--- config.mk ---
export PLATFORM = sky130hd
export DESIGN_NAME = tcw_sequencer
export DESIGN_NICKNAME = d
export VERILOG_FILES = /design/src/hdl/tcw_pkg.sv /design/src/hdl/tcw_sequencer.sv
export SDC_FILE = /design/constraint.sdc
export NUM_CORES = 1
export LEC_CHECK = 0
export ABC_CLOCK_PERIOD_IN_PS = 10590
export BUFFER_PORTS_ARGS = -buffer_cell sky130_fd_sc_hd__buf_2
export CAP_MARGIN = 30
export CORE_MARGIN = 4
export CORE_UTILIZATION = 40
export CTS_BUF_LIST = sky130_fd_sc_hd__clkbuf_8
export CTS_CLUSTER_DIAMETER = 200
export DETAILED_ROUTE_END_ITERATION = 10
export HOLD_SLACK_MARGIN = 0.1
export SYNTH_ARGS = -nofsm -noshare
export SYNTH_HDL_FRONTEND = slang
export SYNTH_SLANG_ARGS = --single-unit
--- constraint.sdc ---
create_clock -name aclk -period 10.59 [get_ports aclk]
set_clock_uncertainty 0.2 [all_clocks]
set_input_delay 0 -clock aclk [delete_from_list [all_inputs] [get_ports aclk]]
set_output_delay 0 -clock aclk [all_outputs]
set_load 0.005 [all_outputs]
--- src/hdl/tcw_pkg.sv ---
// Shared types and constants for the text console character writer.
// Depends on nothing; every other file of the block refers to it by scoped names.
package tcw_pkg;

    // Fixed widths of the transfer fields.
    localparam int CHAR_W   = 8;
    localparam int INDEX_W  = 11;
    localparam int CURSOR_W = 11;
    localparam int CELL_W   = 16;
    localparam int ATTR_W   = 8;

    // Action codes.
    localparam logic ACT_PUT  = 1'b0;
    localparam logic ACT_READ = 1'b1;

    // Character codes with a meaning of their own.
    localparam logic [CHAR_W-1:0] CHAR_NEWLINE   = 8'h0A;
    localparam logic [CHAR_W-1:0] CHAR_BACKSPACE = 8'h08;
    localparam logic [CHAR_W-1:0] CHAR_SPACE     = 8'h20;

    // Attribute after reset.
    localparam logic [ATTR_W-1:0] ATTR_RESET = 8'h07;

    // Sequencer states.
    typedef enum logic [2:0] {
        ST_INIT,
        ST_IDLE,
        ST_READ,
        ST_COPY,
        ST_CLEAR,
        ST_SPACE,
        ST_DONE
    } tcw_state_t;

    // Finished result handed from the sequencer to the output register.
    typedef struct packed {
        logic                done;
        logic [CURSOR_W-1:0] cursor_position;
        logic [CELL_W-1:0]   cell_value;
        logic                scrolled;
    } tcw_result_t;

endpackage

--- src/hdl/tcw_sequencer.sv ---
// Sequencer for the text console: cursor update, scroll copy, row clear and reads.
// Depends on tcw_pkg; drives the ports of tcw_cell_ram through one shared address counter.
module tcw_sequencer #(
    parameter int COLUMNS   = 80,
    parameter int ROWS      = 25,
    parameter int USED_ROWS = 24,
    parameter int ADDR_W    = 11
) (
    input  logic                          aclk,
    input  logic                          aresetn,
    input  logic                          s_valid,
    output logic                          s_ready,
    input  logic                          s_action,
    input  logic [tcw_pkg::CHAR_W-1:0]    s_char_code,
    input  logic [tcw_pkg::INDEX_W-1:0]   s_cell_index,
    input  logic [tcw_pkg::ATTR_W-1:0]    text_attr,
    input  logic                          out_free,
    output tcw_pkg::tcw_result_t          result,
    output logic                          mem_we,
    output logic [ADDR_W-1:0]             mem_waddr,
    output logic [tcw_pkg::CELL_W-1:0]    mem_wdata,
    output logic [ADDR_W-1:0]             mem_raddr,
    input  logic [tcw_pkg::CELL_W-1:0]    mem_rdata
);

    localparam int VIS_CELLS   = COLUMNS * ROWS;
    localparam int LIVE_CELLS  = COLUMNS * USED_ROWS;
    localparam int STORE_CELLS = (VIS_CELLS > LIVE_CELLS) ? VIS_CELLS : LIVE_CELLS + COLUMNS;
    localparam int COL_W       = $clog2(COLUMNS);

    localparam logic [ADDR_W-1:0] COLS_A       = ADDR_W'(COLUMNS);
    localparam logic [ADDR_W-1:0] LIVE_A       = ADDR_W'(LIVE_CELLS);
    localparam logic [ADDR_W-1:0] COPY_A       = ADDR_W'(LIVE_CELLS - COLUMNS);
    localparam logic [ADDR_W-1:0] LAST_LIVE_A  = ADDR_W'(LIVE_CELLS - 1);
    localparam logic [ADDR_W-1:0] LAST_STORE_A = ADDR_W'(STORE_CELLS - 1);
    localparam logic [COL_W-1:0]  LAST_COL     = COL_W'(COLUMNS - 1);

    tcw_pkg::tcw_state_t  state_reg, state_next;
    logic [ADDR_W-1:0]    cnt_reg, cnt_next;
    logic [ADDR_W-1:0]    cursor_reg, cursor_next;
    logic [COL_W-1:0]     col_reg, col_next;
    logic                 scrolled_reg, scrolled_next;
    logic                 in_range_reg, in_range_next;
    tcw_pkg::tcw_result_t result_reg, result_next;

    logic [ADDR_W-1:0] pos0;
    logic [COL_W-1:0]  col0;
    logic [ADDR_W-1:0] new_pos;
    logic [COL_W-1:0]  new_col;
    logic              write_char;
    logic              accept;

    assign accept = s_valid && s_ready;
    assign result = result_reg;

    // Cursor arithmetic for a put; the column is tracked next to the cell index.
    always_comb begin
        if (cursor_reg >= LIVE_A) begin
            pos0 = '0;
            col0 = '0;
        end else begin
            pos0 = cursor_reg;
            col0 = col_reg;
        end
        write_char = 1'b0;
        case (s_char_code)
            tcw_pkg::CHAR_NEWLINE: begin
                new_pos = pos0 + (COLS_A - ADDR_W'(col0));
                new_col = '0;
            end
            tcw_pkg::CHAR_BACKSPACE: begin
                if (pos0 != '0) begin
                    new_pos = pos0 - 1'b1;
                    new_col = (col0 == '0) ? LAST_COL : col0 - 1'b1;
                end else begin
                    new_pos = pos0;
                    new_col = col0;
                end
            end
            default: begin
                write_char = 1'b1;
                new_pos    = pos0 + 1'b1;
                new_col    = (col0 == LAST_COL) ? '0 : col0 + 1'b1;
            end
        endcase
    end

    // State and data registers.
    always_ff @(posedge aclk) begin
        if (!aresetn) begin
            state_reg  <= tcw_pkg::ST_INIT;
            cnt_reg    <= '0;
            cursor_reg <= '0;
            col_reg    <= '0;
            result_reg <= '0;
        end else begin
            state_reg  <= state_next;
            cnt_reg    <= cnt_next;
            cursor_reg <= cursor_next;
            col_reg    <= col_next;
            result_reg <= result_next;
        end
    end

    always_ff @(posedge aclk) begin
        scrolled_reg <= scrolled_next;
        in_range_reg <= in_range_next;
    end

    // Next state, memory port control and result.
    always_comb begin
        state_next    = state_reg;
        cnt_next      = cnt_reg;
        cursor_next   = cursor_reg;
        col_next      = col_reg;
        scrolled_next = scrolled_reg;
        in_range_next = in_range_reg;
        result_next   = result_reg;
        result_next.done = 1'b0;
        s_ready       = 1'b0;
        mem_we        = 1'b0;
        mem_waddr     = cnt_reg;
        mem_wdata     = '0;
        mem_raddr     = cnt_reg + COLS_A;

        case (state_reg)
            // Clearing pass over the whole store after reset.
            tcw_pkg::ST_INIT: begin
                mem_we   = 1'b1;
                cnt_next = cnt_reg + 1'b1;
                if (cnt_reg == LAST_STORE_A) begin
                    state_next = tcw_pkg::ST_IDLE;
                end
            end

            tcw_pkg::ST_IDLE: begin
                s_ready   = 1'b1;
                mem_raddr = ADDR_W'(s_cell_index);
                if (accept) begin
                    if (s_action == tcw_pkg::ACT_READ) begin
                        in_range_next = (32'(s_cell_index) < 32'(VIS_CELLS));
                        state_next    = tcw_pkg::ST_READ;
                    end else begin
                        mem_we    = write_char;
                        mem_waddr = pos0;
                        mem_wdata = {text_attr, s_char_code};
                        col_next  = new_col;
                        cnt_next  = '0;
                        if (new_pos >= LIVE_A) begin
                            cursor_next   = new_pos - COLS_A;
                            scrolled_next = 1'b1;
                            state_next    = tcw_pkg::ST_COPY;
                        end else begin
                            cursor_next   = new_pos;
                            scrolled_next = 1'b0;
                            state_next    = tcw_pkg::ST_SPACE;
                        end
                    end
                end
            end

            tcw_pkg::ST_READ: begin
                result_next.cursor_position = tcw_pkg::CURSOR_W'(cursor_reg);
                result_next.cell_value      = in_range_reg ? mem_rdata : '0;
                result_next.scrolled        = 1'b0;
                state_next                  = tcw_pkg::ST_DONE;
            end

            // Move rows up: read one row ahead and write the word read in the previous cycle.
            tcw_pkg::ST_COPY: begin
                if (cnt_reg != '0) begin
                    mem_we    = 1'b1;
                    mem_waddr = cnt_reg - 1'b1;
                    mem_wdata = mem_rdata;
                end
                if (cnt_reg == COPY_A) begin
                    cnt_next   = cursor_reg;
                    state_next = tcw_pkg::ST_CLEAR;
                end else begin
                    cnt_next = cnt_reg + 1'b1;
                end
            end

            // Blank the cells from the cursor to the end of the last live row.
            tcw_pkg::ST_CLEAR: begin
                mem_we   = 1'b1;
                cnt_next = cnt_reg + 1'b1;
                if (cnt_reg == LAST_LIVE_A) begin
                    state_next = tcw_pkg::ST_SPACE;
                end
            end

            tcw_pkg::ST_SPACE: begin
                mem_we    = 1'b1;
                mem_waddr = cursor_reg;
                mem_wdata = {text_attr, tcw_pkg::CHAR_SPACE};
                result_next.cursor_position = tcw_pkg::CURSOR_W'(cursor_reg);
                result_next.cell_value      = '0;
                result_next.scrolled        = scrolled_reg;
                state_next                  = tcw_pkg::ST_DONE;
            end

            // Hold the result until the output register can take it.
            tcw_pkg::ST_DONE: begin
                result_next.done = !out_free;
                if (out_free) begin
                    state_next = tcw_pkg::ST_IDLE;
                end
            end

            default: begin
                state_next = tcw_pkg::ST_IDLE;
            end
        endcase

        if (state_next == tcw_pkg::ST_DONE) begin
            result_next.done = 1'b1;
        end
    end

endmodule

* Yosys cells after proc, flatten, opt, wreduce, memory -nomap -nowiden
Index checks and enable logic that the tools add are counted.
** Word-level totals
- Logic and storage cells :: 95
- Bits of input ports :: 48
- Output and inout bits :: 69
- Register bits :: 63
** Cells by class
- Order comparisons :: 3
- Eq/ne operators :: 15
- Multiplexer cells :: 41
- $add $sub $neg :: 10
- Reductions and logical operators :: 15
- Bitwise gates (word level) :: 1
** Operators with widths (number)
- 11-bit 2-to-1 mux :: 10
- 11-bit case mux with 3 select lines :: 2
- 16-bit 2-to-1 mux :: 4
- 28-bit case mux with 2 select lines :: 1
- 16-bit case mux with 3 select lines :: 1
- 11-bit == test (second input constant) :: 3
- 7-bit 2-to-1 mux :: 4
- 11-bit by 1-bit adder with 11-bit output (second input constant) :: 2
- 11-bit greater-or-equal comparator (second input constant) :: 2
- 11-bit case mux with 2 select lines :: 1
- 11-bit nonzero test :: 2
- 11-bit by 1-bit subtractor with 11-bit output (second input constant) :: 2
- 3-bit 2-to-1 mux :: 7
- 3-bit case mux with 6 select lines :: 1
- 8-bit by 4-bit == test with 1-bit output (second input constant) :: 2
- 7-bit case mux with 2 select lines :: 1
- 3-bit == test (second input constant) :: 4
- 11-bit adder :: 1
- 11-bit by 7-bit adder with 11-bit output (second input constant) :: 1
- 11-bit < comparator (second input constant) :: 1
- 11-bit by 7-bit subtractor with 11-bit output (second input constant) :: 1
- 3-bit AND reduction :: 3
- 1-bit 2-to-1 mux :: 8
- 7-bit by 7-bit subtractor with 8-bit output (first input constant) :: 1
- other kinds (16) :: 20

* Logic depth before layout (Yosys ltp)
Gate-level depths: netlist of the first run.
- Depth after elaboration :: 12
- Depth in mapped cells :: 20
- Mapped depth without buffers :: 17

* Worst setup path before layout of the first run
No wires, ideal clock.
- Path kind :: reg-to-reg
- Start point :: register cursor_reg[10]
- End point :: register state_reg[1]
- Required time :: 10.316 ns
- Cell stages (with the launch flop) :: 19
- Slack :: 6.142 ns
- Path buffers :: 3
- Data arrival time :: 4.174 ns
- Clock period less this slack :: 4.448 ns
- Setup time :: 0.074 ns
- Path through :: dfxtp_1 clkbuf_1 nand4_1 clkbuf_1 clkbuf_1 nand2_1 ha_1 o21ai_0 a21oi_1 xnor2_1 a21oi_1 ha_1 o21ai_0 nand2_1 a21oi_1 or4b_2 and3_1 or4_1 a31oi_1
** On the way
- Longest elaborated chain between the ends :: 10
- Elaborated cells on any way between the ends :: 15
- Those cells by class :: add/sub (4); order compare (2); mux (8); reduce/logical (1)
** RTL lines
- start: declaration :: RTL line tcw_sequencer.sv:40 : logic [ADDR_W-1:0] cursor_reg, cursor_next;
- start signal: assignment :: RTL line tcw_sequencer.sv:99 : cursor_reg <= cursor_next;
- 11-bit greater-or-equal comparator :: RTL line tcw_sequencer.sv:58 : if (cursor_reg >= LIVE_A) begin
- 7-bit 2-to-1 mux or 11-bit 2-to-1 mux (tied branches) :: RTL line tcw_sequencer.sv:58
- 7-bit by 7-bit subtractor with 8-bit output (tied with other cells) :: RTL line tcw_sequencer.sv:68 : new_pos = pos0 + (COLS_A - ADDR_W'(col0));
- 11-bit adder or 11-bit 2-to-1 mux (tied branches) :: RTL line tcw_sequencer.sv:68, tcw_sequencer.sv:72
- 11-bit case mux with 2 select lines (*) :: RTL line tcw_sequencer.sv:66 : case (s_char_code)
- 11-bit greater-or-equal comparator (*) :: RTL line tcw_sequencer.sv:149 : if (new_pos >= LIVE_A) begin
- 3-bit 2-to-1 mux (*) :: RTL line tcw_sequencer.sv:149
- 3-bit 2-to-1 mux (*) :: RTL line tcw_sequencer.sv:140 : if (s_action == tcw_pkg::ACT_READ) begin
- 3-bit 2-to-1 mux (*) :: RTL line tcw_sequencer.sv:139 : if (accept) begin
- 3-bit case mux with 6 select lines (*) :: RTL line tcw_sequencer.sv:126 : case (state_reg)
- end signal: assignment :: RTL line tcw_sequencer.sv:91 : state_reg <= tcw_pkg::ST_INIT;
- end signal: assignment :: RTL line tcw_sequencer.sv:97 : state_reg <= state_next;
- end: declaration :: RTL line tcw_sequencer.sv:38 : tcw_pkg::tcw_state_t state_reg, state_next;
Every way passes the cells marked *; elsewhere a longest branch is shown, timed or not.
A chain may end at the register's enable or synchronous reset.

* Worst setup path in the final report of the first run
- Start point :: register cursor_reg[8]
- End point :: register state_reg[1]
The elaborated chain is that of the path after synthesis.

==> results of run 1 <==
report_power, final:
group | internal (W) | switching (W)
Combinational | 0.0000251 | 0.0000254
Sequential | 0.000239 | 0.00000271
Clock | 0.0000882 | 0.000101
cell usage in the layout, fill, tap and decap left out, drive strengths merged, types with 7 or more instances in the layout:
master / n
a21oi: 60
a221o: 7
a22o: 17
a22oi: 22
a31oi: 10
and2: 11
and3: 10
buf: 125
clkbuf: 10
dfxtp: 61
dlygate4sd3: 36
ha: 19
inv: 29
nand2: 88
nand3: 22
nand4: 9
nor2: 62
nor3: 24
o211ai: 7
o21ai: 59
o31ai: 7
or3: 12
or4: 9
xnor2: 13
cells by family (layout without fill, tap and decap cells):
group	count (synthesis)	after routing	share of synthesized area, %
adder cells (fa/ha/maj)	20	20	5.011
multiplexers	8	8	1.654
AO/OA/AOI/OAI	238	238	30.92
flip-flops	63	63	24.91
buffers and inverters	84	201	6.397
AND/OR/NAND/NOR	284	284	27.88
XOR/XNOR	19	19	3.235
stage by stage:
step	instance area (um^2)	utilization (%)	instances	setup WS, ns
CTS	6310	50.00	1005	5.928
global route	6310	50.00	1005	5.587
finish	6310	50.00	1005	5.834
global placement	5764	45.68	952	6.070
floorplan	5144	-	716	6.142
detailed placement	5787	45.86	954	5.963
routing by layer:
layer | wire length [um] | share of wire [%] | track usage [%]
met2 | 8083 | 43 | 38.20
met4 | 496 | 2.7 | 8.824
met5 | 0 | 0 | 0
met1 | 8358 | 45 | 35.57
met3 | 1740 | 9.3 | 5.501
critical path: stages (launching register included):
cell and delay [ns]:
dfxtp_1 0.65, nand4_1 0.16, buf_4 0.27, nand2_1 0.20
ha_1 0.26, o21ai_0 0.24, a21oi_1 0.25, xnor2_1 0.14
a21oi_1 0.09, ha_1 0.35, o21ai_0 0.09, nand2_1 0.08
a21oi_1 0.07, or4b_2 0.68, and3_1 0.26, or4_1 0.51
a31oi_1 0.16
area by class of cell:
type	count	area [um^2]	area share [%]
inverter	25	93.84	1.487
timing repair buffer	161	1016	16.10
clock inverter	5	25.02	0.3966
multi-input combinational	569	3541	56.12
clock buffer	10	137.6	2.181
tap	172	215.2	3.411
sequential	63	1281	20.31
path summary, 6_finish.rpt:
path	from	end	slack [ns]	depth (start not counted)
setup / recovery	cursor_reg[8]$_SDFFE_PN0P_	state_reg[1]$_SDFF_PN0_	5.83	16
hold / removal	s_cell_index[6]	mem_raddr[6]	0.09	4
setup reg to reg	cursor_reg[8]$_SDFFE_PN0P_	state_reg[1]$_SDFF_PN0_	5.83	16
hold reg to reg	result[17]$_SDFFE_PN0P_	result[17]$_SDFFE_PN0P_	0.25	2
==> results by group, run 1 <==
Outcome
  – Status: complete, no violations

Floorplanning
  – Starting Density: about two fifths
  – Row count: between 40 and 50
  – Die area: 14,740 um^2
  – Die Height: 121.4 um
  – IO Pins: approximately 120
  – Core Box Area: ~13,000 um^2
  – Die width: about 120 um

Global routing
  – Vias in the first global route: between 5,000 and 6,000
  – Initial antenna violation count: 0
  – Total grt overflow: 0
  – First-pass GRT wire length: between 20,000 and 30,000 um
  – Total track usage: 25.33%
  – Largest net degree at the start of global routing: 49

Pwr
  – Final Total Pwr: slightly below 0.0005 W
  – Pleak: 2.702 nW
  – PwrDens: 76.41 nW/um^2
  – Worst VDD drop: around 0.000052 V

Hold path
  – Hold Crit Class: in -> out

STA
  – FMAX: between 0.2 and 0.25 GHz
  – Tcrit/Tclk final: about 45%
  – Setup TNS Final: 0 ns
  – Final hold slack: between 0.09 and 0.1 ns
  – Final-report hold violation count: 0
  – # setup viols final: 0
  – Max_slew headroom: 39.79%
  – Max-slew violations: 0
  – Worst-Margin Slew: around 0.90 ns
  – RSZ-0062 raised after global routing: false
  – Tmin final: about 4.8 ns

Placed design
  – Final GP Congestion: between 0.9 and 1
  – Port bufs: about 120
  – Dpl hpwl: approximately 13,000 um

Layout
  – Area Overhead vs Synth: 22.67%
  – Fin nets: between 800 and 900
  – Antenna Cells: 0
  – Fillcell total: around 1,300
  – Fraction of layout instances using a drive strength above 1: about a fifth
  – Max reg flops: 29

Synth
  – Sequential fraction of the synthesis area: 24.91%
  – Flops & latches, synth: 63
  – Ys Warns: 0
  – Largest cells by area after synthesis: dfxtp_1, nand2_1, a21oi_1
  – Ys async rst share: 0%
  – Synthesized cell area: around 5100 um^2
  – Cell with the most instances after synthesis: nand2_1
  – Syn Area/Cell: between 7 and 8 um^2
  – Post-synth EDFFs: 2
  – Distinct cell type count after synthesis: just over 70
  – Ys flop type: dfxtp_1
  – Area leader, netlist: dfxtp_1
  – Synth cell count leaders: nand2_1, nor2_1, dfxtp_1
  – Synthesized Nets: roughly 780
  – Cells after Synth: around 700
  – Area share of the largest cell type after synthesis: around a quarter

Detailed routing
  – Vias per inst: roughly 6
  – Final WL: between 15,000 and 20,000 um
  – First DRT Iteration DRCs: 626
  – Final ANT Viol Nets: 0
  – Routed wire per std cell: about 19 um
  – # DRC: 0
  – Drt pass-1 iters: 6
  – Vias: 6,026

Clocking
  – TritonCTS clock tree: yes
  – CTS Root Cell: clkbuf_8
  – Clk buf depth: 2
  – Total CTS buffers: 9
  – Clock latency on the worst-skew pair: 0.36 ns
  – Post-CTS sizing: 0
  – TritonCTS Sinks: 63
  – Clk slew on worst S/H paths: about 0.070 ns
  – Cts hold-fix bufs: 36
  – H-tree Lvls: 3
  – Post CTS Setup Buffer Count: 0

Critical path
  – Required @ worst endpoint: between 10 and 15 ns
  – Kind of critical path: reg -> reg
  – Worst setup EP type: flip-flop
  – Startpoint type of the worst setup path: flip-flop
  – Critical path arrival: 4.85 ns
  – Worst Path Max Fanout: 33

Flow run
  – Max_cap viols: 0
(Power assumes the default switching activity.)
==> run 2, diff against run 1 <==
--- a/config.mk
+++ b/config.mk
@@ -5,7 +5,7 @@
 export SDC_FILE = /design/constraint.sdc
 export NUM_CORES = 1
 export LEC_CHECK = 0
-export ABC_CLOCK_PERIOD_IN_PS = 10590
+export ABC_CLOCK_PERIOD_IN_PS = 3930
 export BUFFER_PORTS_ARGS = -buffer_cell sky130_fd_sc_hd__buf_2
 export CAP_MARGIN = 30
 export CORE_MARGIN = 4
==> constraint.sdc (replaced) <==
create_clock -name aclk -period 3.93 [get_ports aclk]
set_clock_uncertainty 0.2 [all_clocks]
set_input_delay 0 -clock aclk [delete_from_list [all_inputs] [get_ports aclk]]
set_output_delay 0 -clock aclk [all_outputs]
set_load 0.005 [all_outputs]
==> run 2 against run 1 <==
Sequential power rose to 2.7 times the previous value. Global-route usage is 0.45 points higher. Sequential share of layout area is 0.85 points lower. Final cell count up 2.2%. Design area is 4.6% higher. Combinational power rose to 2.7 times the previous value. Fmax up 29%. Core utilization increased by 2.3 points. Worst setup slack got worse by 5.6 ns. First-iteration DRC count up 0.96%.
==> results by group, run 2 (synthesis gave the netlist of run 1 again) <==
Layout
  – Antenna Cells: 0
  – Most frequent cells in the layout: buf_2, nand2_1, nor2_1
  – Final Instance Count excl. Fillers: between 1,000 and 1,500
  – Max reg flops: 29
  – Design area: about 6600 um^2
  – Fin nets: 918
  – Fraction of layout instances using a drive strength above 1: 23.51%
  – Area Overhead vs Synth: 28.27%
  – Most common cell after layout, fill and taps aside: buf_2

Clocking
  – H-tree Lvls: 3
  – TritonCTS Sinks: between 60 and 70
  – TritonCTS clock tree: yes
  – Total CTS buffers: 9
  – Clock latency on the worst-skew pair: 0.37 ns
  – Clk buf depth: 2
  – Clk slew on worst S/H paths: 0.09 ns
  – CTS Root Cell: clkbuf_8

Floorplanning
  – Die area: between 10,000 and 15,000 um^2
  – Row count: just over 40
  – Die Height: 121.4 um
  – Die width: 121.4 um
  – Core Box Area: around 13,000 um^2
  – IO Pins: about 120
  – Starting Density: about 41%

Flow run
  – Max_cap viols: 0

STA
  – Final hold slack: between 0.09 and 0.1 ns
  – Tcrit/Tclk final: between 90% and 100%
  – Worst-Margin Slew: 0.8718 ns
  – Max_slew headroom: approximately two fifths
  – RSZ-0062 raised after global routing: false
  – Tmin final: about 3.7 ns
  – Max-slew violations: 0
  – Setup TNS Final: 0 ns
  – # setup viols final: 0
  – Final-report hold violation count: 0
  – FMAX: between 0.2 and 0.3 GHz

Critical path
  – Worst R2R Start: cursor_reg[8]$_SDFFE_PN0P_
  – Worst Path Max Fanout: 5
  – R2r endpoint: cursor_reg[6]$_SDFFE_PN0P_
  – Reg2reg setup slack: between 0.2 and 0.25 ns
  – Critical path arrival: roughly 3.8 ns
  – Startpoint type of the worst setup path: flip-flop
  – CP max stage delay: roughly 0.44 ns
  – Kind of critical path: reg -> reg
  – Setup crit start: cursor_reg[8]$_SDFFE_PN0P_
  – Setup crit end: cursor_reg[6]$_SDFFE_PN0P_
  – CP Cell Sequence: nand4_1 > buf_4 > buf_4 > nand2_1 > inv_1 > ha_1 > fa_1 > a211oi_1 > o21ai_0 > a211o_1 > a31oi_1 > nor4b_1 > nand4_1 > o311ai_1
  – Reg2Reg Depth: 14
  – Required @ worst endpoint: ~4 ns
  – Worst setup EP type: flip-flop
  – Critical-path top delay cell: fa_1

Global routing
  – GRT Max-Usage Layer: met2
  – M3 GR Usage: under 10%
  – Met2 usage: between 30% and 40%
  – Vias in the first global route: 5,897
  – Initial antenna violation count: 1
  – Total track usage: between 20 and 30%
  – Total grt overflow: 0
  – Largest net degree at the start of global routing: between 40 and 50
  – Met1 usage: ~36%
  – First-pass GRT wire length: slightly above 30,000 um

Pwr
  – Pleak: around 2.8 nW
  – Worst VDD drop: about 0.00014 V
  – Final Total Pwr: 0.001386 W
  – PwrDens: 210.0 nW/um^2

Detailed routing
  – # DRC: 0
  – Routed wire per std cell: 18.56 um
  – Final ANT Viol Nets: 0
  – Vias per inst: 5.932
  – Vias: about 6,000
  – First DRT Iteration DRCs: 632
  – Final WL: between 15,000 and 20,000 um
  – Drt pass-1 iters: 5

Placed design
  – Placed cell areas: approximately 6000 um^2
  – Port bufs: between 100 and 150
  – Dpl cells: approximately 970
  – Final GP Congestion: ~1.0
  – Dpl hpwl: about 14,000 um

Outcome
  – Status: complete, no violations

Hold path
  – Hold Crit Class: in -> out
-- run 2: cell types whose count changed in the layout (fill, tap and decap cells not counted), moves of 2 or more --
cell,previous run,this run
buf_4,8,30
dfxtp_1,61,59
dfxtp_2,0,2
dlygate4sd3_1,36,34
ha_1,19,17
nand2_1,88,86
-- run 2: timing repair --
action / 4_1_cts / 5_1_grt
resized for setup: 0 / 14
hold buffers: 34 / 0
buffers inserted: 1 / 2
endpoints found under the hold margin: 44 / 0
setup endpoints to repair: 2 / 7
pin swaps: 1 / 4
-- run 2: routing by layer --
metal  wire length, um  vias up
li1                  -     2902
met1              8453     2869
met2              8364      281
met3              1760       40
met4               477        0
met5                 0        -
-- run 2: critical path: cells and delay by family (launching register included) --
family                   cells  cell delay (ns)
adder cells (fa/ha/maj)      2             0.66
buffers and inverters        3             0.38
AO/OA/AOI/OAI                5             1.36
flip-flops                   1             0.34
AND/OR/NAND/NOR              4             0.66
-- run 2: metrics by stage --
| step | utilization [%] | setup slack [ns] |
|---|---|---|
| 2_1_floorplan | - | 0.003181 |
| 3_3_place_gp | 47.20 | 0.1249 |
| 3_5_place_dp | 47.32 | -0.02353 |
| 4_1_cts | 51.64 | 0.03146 |
| 5_1_grt | 52.28 | 0.02835 |
| 6_report | 52.28 | 0.2363 |
-- run 2: worst min-delay path by stage --
stage,from,to,slack (ns),cells after the start
2_1_floorplan,s_cell_index[0],mem_raddr[0],-0.1,2
5_1_grt,text_attr[5],mem_wdata[13],0.11,3
6_report,s_cell_index[10],mem_raddr[10],0.1,4
3_5_place_dp,s_cell_index[0],mem_raddr[0],0.07,4
3_3_place_gp,mem_rdata[6],result[7]$_SDFFE_PN0P_,0.06,3
4_1_cts,text_attr[5],mem_wdata[13],0.10,3
-- run 2: cell type report --
class,count,area (um^2)
tap,172,215.2
clock inverter,6,58.81
timing repair buffer,182,1172
sequential,63,1284
clock buffer,10,137.6
inverter,25,93.84
fill,1244,6022
multi-input combinational,569,3636
-- run 2: report_power, final --
group | total, W | switching [W] | internal, W
Sequential | 0.000650 | 0.00000526 | 0.000644
Clock | 0.000598 | 0.000290 | 0.000309
Combinational | 0.000138 | 0.0000685 | 0.0000691
==> run 3, diff against run 2 <==
--- a/config.mk
+++ b/config.mk
@@ -7,13 +7,13 @@
 export LEC_CHECK = 0
 export ABC_CLOCK_PERIOD_IN_PS = 3930
 export BUFFER_PORTS_ARGS = -buffer_cell sky130_fd_sc_hd__buf_2
-export CAP_MARGIN = 30
 export CORE_MARGIN = 4
 export CORE_UTILIZATION = 40
 export CTS_BUF_LIST = sky130_fd_sc_hd__clkbuf_8
 export CTS_CLUSTER_DIAMETER = 200
 export DETAILED_ROUTE_END_ITERATION = 10
 export HOLD_SLACK_MARGIN = 0.1
+export REMOVE_ABC_BUFFERS = 1
 export SYNTH_ARGS = -nofsm -noshare
 export SYNTH_HDL_FRONTEND = slang
 export SYNTH_SLANG_ARGS = --single-unit
==> run 3 against run 2 <==
First-iteration DRC count fell by 13%. Worst hold slack improved by 0.0046 ns. Sequential share of layout area fell by 0.055 points. Fmax fell by 1.9%. Critical path depth fell by 2. Clock power rose by 6.5%. Wire length fell by 1.0%. Non-clock buffer count rose by 7. Register-to-register slack got worse by 0.07 ns. Die area did not move. Final cell count rose by 0.58%. Global-route usage fell by 0.77 points. Largest cell class unchanged. Largest power group unchanged. Highest routed layer unchanged.
==> results by group, run 3 (synthesis gave the netlist of run 1 again) <==
Detailed routing
  – First DRT Iteration DRCs: around 550
  – Final ANT Viol Nets: 0
  – Routed wire per std cell: approximately 18 um
  – Vias: approximately 6,000
  – Vias per inst: about 5.9
  – Final WL: roughly 19,000 um
  – Drt pass-1 iters: 5
  – # DRC: 0

Clocking
  – Clk buf depth: 2
  – TritonCTS Sinks: 63
  – Clk slew on worst S/H paths: roughly 0.080 ns
  – H-tree Lvls: 3
  – Clock latency on the worst-skew pair: 0.35 ns
  – Total CTS buffers: 9
  – TritonCTS clock tree: yes
  – CTS Root Cell: clkbuf_8

Critical path
  – Required @ worst endpoint: roughly 4.0 ns
  – Kind of critical path: reg -> reg
  – R2r endpoint: cursor_reg[4]$_SDFFE_PN0P_
  – Reg2reg setup slack: ~0.16 ns
  – Worst Path Max Fanout: 6
  – CP max stage delay: between 0.6 and 0.7 ns
  – Top cell by count, worst path: or4_1
  – Top Family by Delay on Critical Path: simple AND/OR/NAND/NOR gates
  – Worst setup EP type: flip-flop
  – CP Buf/Inv Count: 0
  – Startpoint type of the worst setup path: flip-flop
  – CP Cell Sequence: or4_1 > nand2_1 > xor2_1 > nor3_1 > ha_1 > or3_1 > o21ba_2 > o21ai_0 > a21oi_1 > o32ai_4 > or4_1 > o211ai_1
  – Reg2Reg Depth: 12
  – Critical path arrival: 3.83 ns
  – Critical-path top delay cell: or4_1
  – Worst R2R Start: col_reg[0]$_SDFFE_PN0P_

Layout
  – Area of the multi-input gates: between 3000 and 4000 um^2
  – Final Instance Count excl. Fillers: ~1,000
  – Fin nets: between 900 and 1,000
  – Design area: about 6600 um^2
  – Most frequent cells in the layout: buf_2, nand2_1, nor2_1
  – Fraction of layout instances using a drive strength above 1: a little under a quarter
  – Most common cell after layout, fill and taps aside: buf_2
  – Fillcell total: roughly 1,300
  – Antenna Cells: 0
  – Area Overhead vs Synth: 28.75%
  – Max reg flops: 29
  – Reg area: ~1300 um^2

STA
  – Tcrit/Tclk final: 95.84%
  – Max-slew violations: 0
  – Max_slew headroom: between 10% and 20%
  – Tmin final: around 3.8 ns
  – # setup viols final: 0
  – Final-report hold violation count: 0
  – Worst-Margin Slew: around 1.2 ns
  – Setup TNS Final: 0 ns
  – FMAX: between 0.2 and 0.3 GHz

Floorplanning
  – Core Box Area: between 10,000 and 15,000 um^2
  – Die area: about 15,000 um^2
  – IO Pins: roughly 120
  – Starting Density: 40.76%
  – Die width: approximately 120 um
  – Row count: 41
  – Die Height: ~120 um

Placed design
  – Dpl cells: a little under 1,000
  – Final GP Congestion: 0.9853
  – Port bufs: roughly 120
  – Placed cell areas: about 6000 um^2
  – Dpl hpwl: between 10,000 and 15,000 um

Global routing
  – Total track usage: 25.00%
  – Initial antenna violation count: 0
  – Total grt overflow: 0
  – First-pass GRT wire length: around 29,000 um
  – Largest net degree at the start of global routing: 48
  – Vias in the first global route: ~5,800

Hold path
  – Hold Crit Class: in -> out
  – Hold path depth: 3
  – Origin of the worst min-delay path: text_attr[7]
  – Worst Hold Endpoint: mem_wdata[15]

Flow run
  – Max_cap viols: 0

Pwr
  – Worst VDD drop: ~0.00020 V
  – PwrDens: approximately 220 nW/um^2
  – Pleak: 2.864 nW

Outcome
  – Status: complete, no violations
run 3: cell types whose count changed in the layout (fill, tap and decap cells not counted), sizes merged:
| cell | before | now |
|---|---|---|
| dlygate4sd3 | 34 | 40 |
| clkinvlp | 0 | 3 |
| inv | 28 | 25 |
| clkinv | 2 | 0 |
| buf | 148 | 149 |
| bufinv | 1 | 2 |
run 3: worst register-to-register path: cells and delay by family (launching register included):
family | cells | cell delay [ns]
and+or+nand+nor | 5 | 1.71
AOI/OAI and AO/OA | 5 | 1.01
adders and majority gates | 1 | 0.25
DFF | 1 | 0.35
xor gates and xnor gates | 1 | 0.15
run 3: power by group:
part / total, W / switching, W / internal (W)
combinational: 0.000142 / 0.0000696 / 0.0000721
sequential: 0.000650 / 0.00000539 / 0.000644
clock: 0.000637 / 0.000267 / 0.000371
run 3: repair_timing:
action / in CTS / in global routing
pin swaps: 1 / 5
gates resized for setup: 0 / 12
setup buffers: 1 / 4
endpoints found under the hold margin: 48 / 0
setup endpoints to repair: 1 / 8
hold buffers: 40 / 0
run 3: cell type report:
type | count | area share, %
clock inverter | 5 | 1.247
clock buffer | 10 | 2.078
multi-input combinational | 569 | 54.05
timing repair buffer | 189 | 18.55
inverter | 25 | 1.417
sequential | 63 | 19.40
tap | 172 | 3.250
run 3: worst max path at each step:
stage | cells after the start | endpoint | slack [ns] | from
3_3_place_gp | 15 | state_reg[1]$_SDFF_PN0_ | 0.07 | cursor_reg[9]$_SDFFE_PN0P_
5_1_grt | 15 | cursor_reg[4]$_SDFFE_PN0P_ | -0.05 | cursor_reg[9]$_SDFFE_PN0P_
4_1_cts | 11 | state_reg[1]$_SDFF_PN0_ | 0.009 | col_reg[0]$_SDFFE_PN0P_
6_report | 12 | cursor_reg[4]$_SDFFE_PN0P_ | 0.16 | col_reg[0]$_SDFFE_PN0P_
3_5_place_dp | 15 | state_reg[1]$_SDFF_PN0_ | -0.008 | cursor_reg[9]$_SDFFE_PN0P_
2_1_floorplan | 15 | state_reg[1]$_SDFF_PN0_ | -0.89 | cursor_reg[8]$_SDFFE_PN0P_
run 3: routing by layer:
layer	track usage, %	vias to the layer above	part of all wire, %
met5	0	-	0
met4	9.664	0	3.0
met3	4.988	36	7.8
met2	41.28	264	47
met1	32.05	2902	43
li1	-	2922	-
run 3: per-stage QoR:
stage	setup WS (ns)	total power (W)	hold slack (ns)	utilization [%]
after floorplan	-0.8876	0.0007171	-0.09597	-
after global placement	0.06960	0.0007736	0.06343	46.93
after detailed placement	-0.008014	0.0007755	0.07453	46.93
after CTS	0.009307	0.001442	0.1035	51.90
after global routing	-0.05209	0.001487	0.1293	52.48
final	0.1636	0.001429	0.1045	52.48
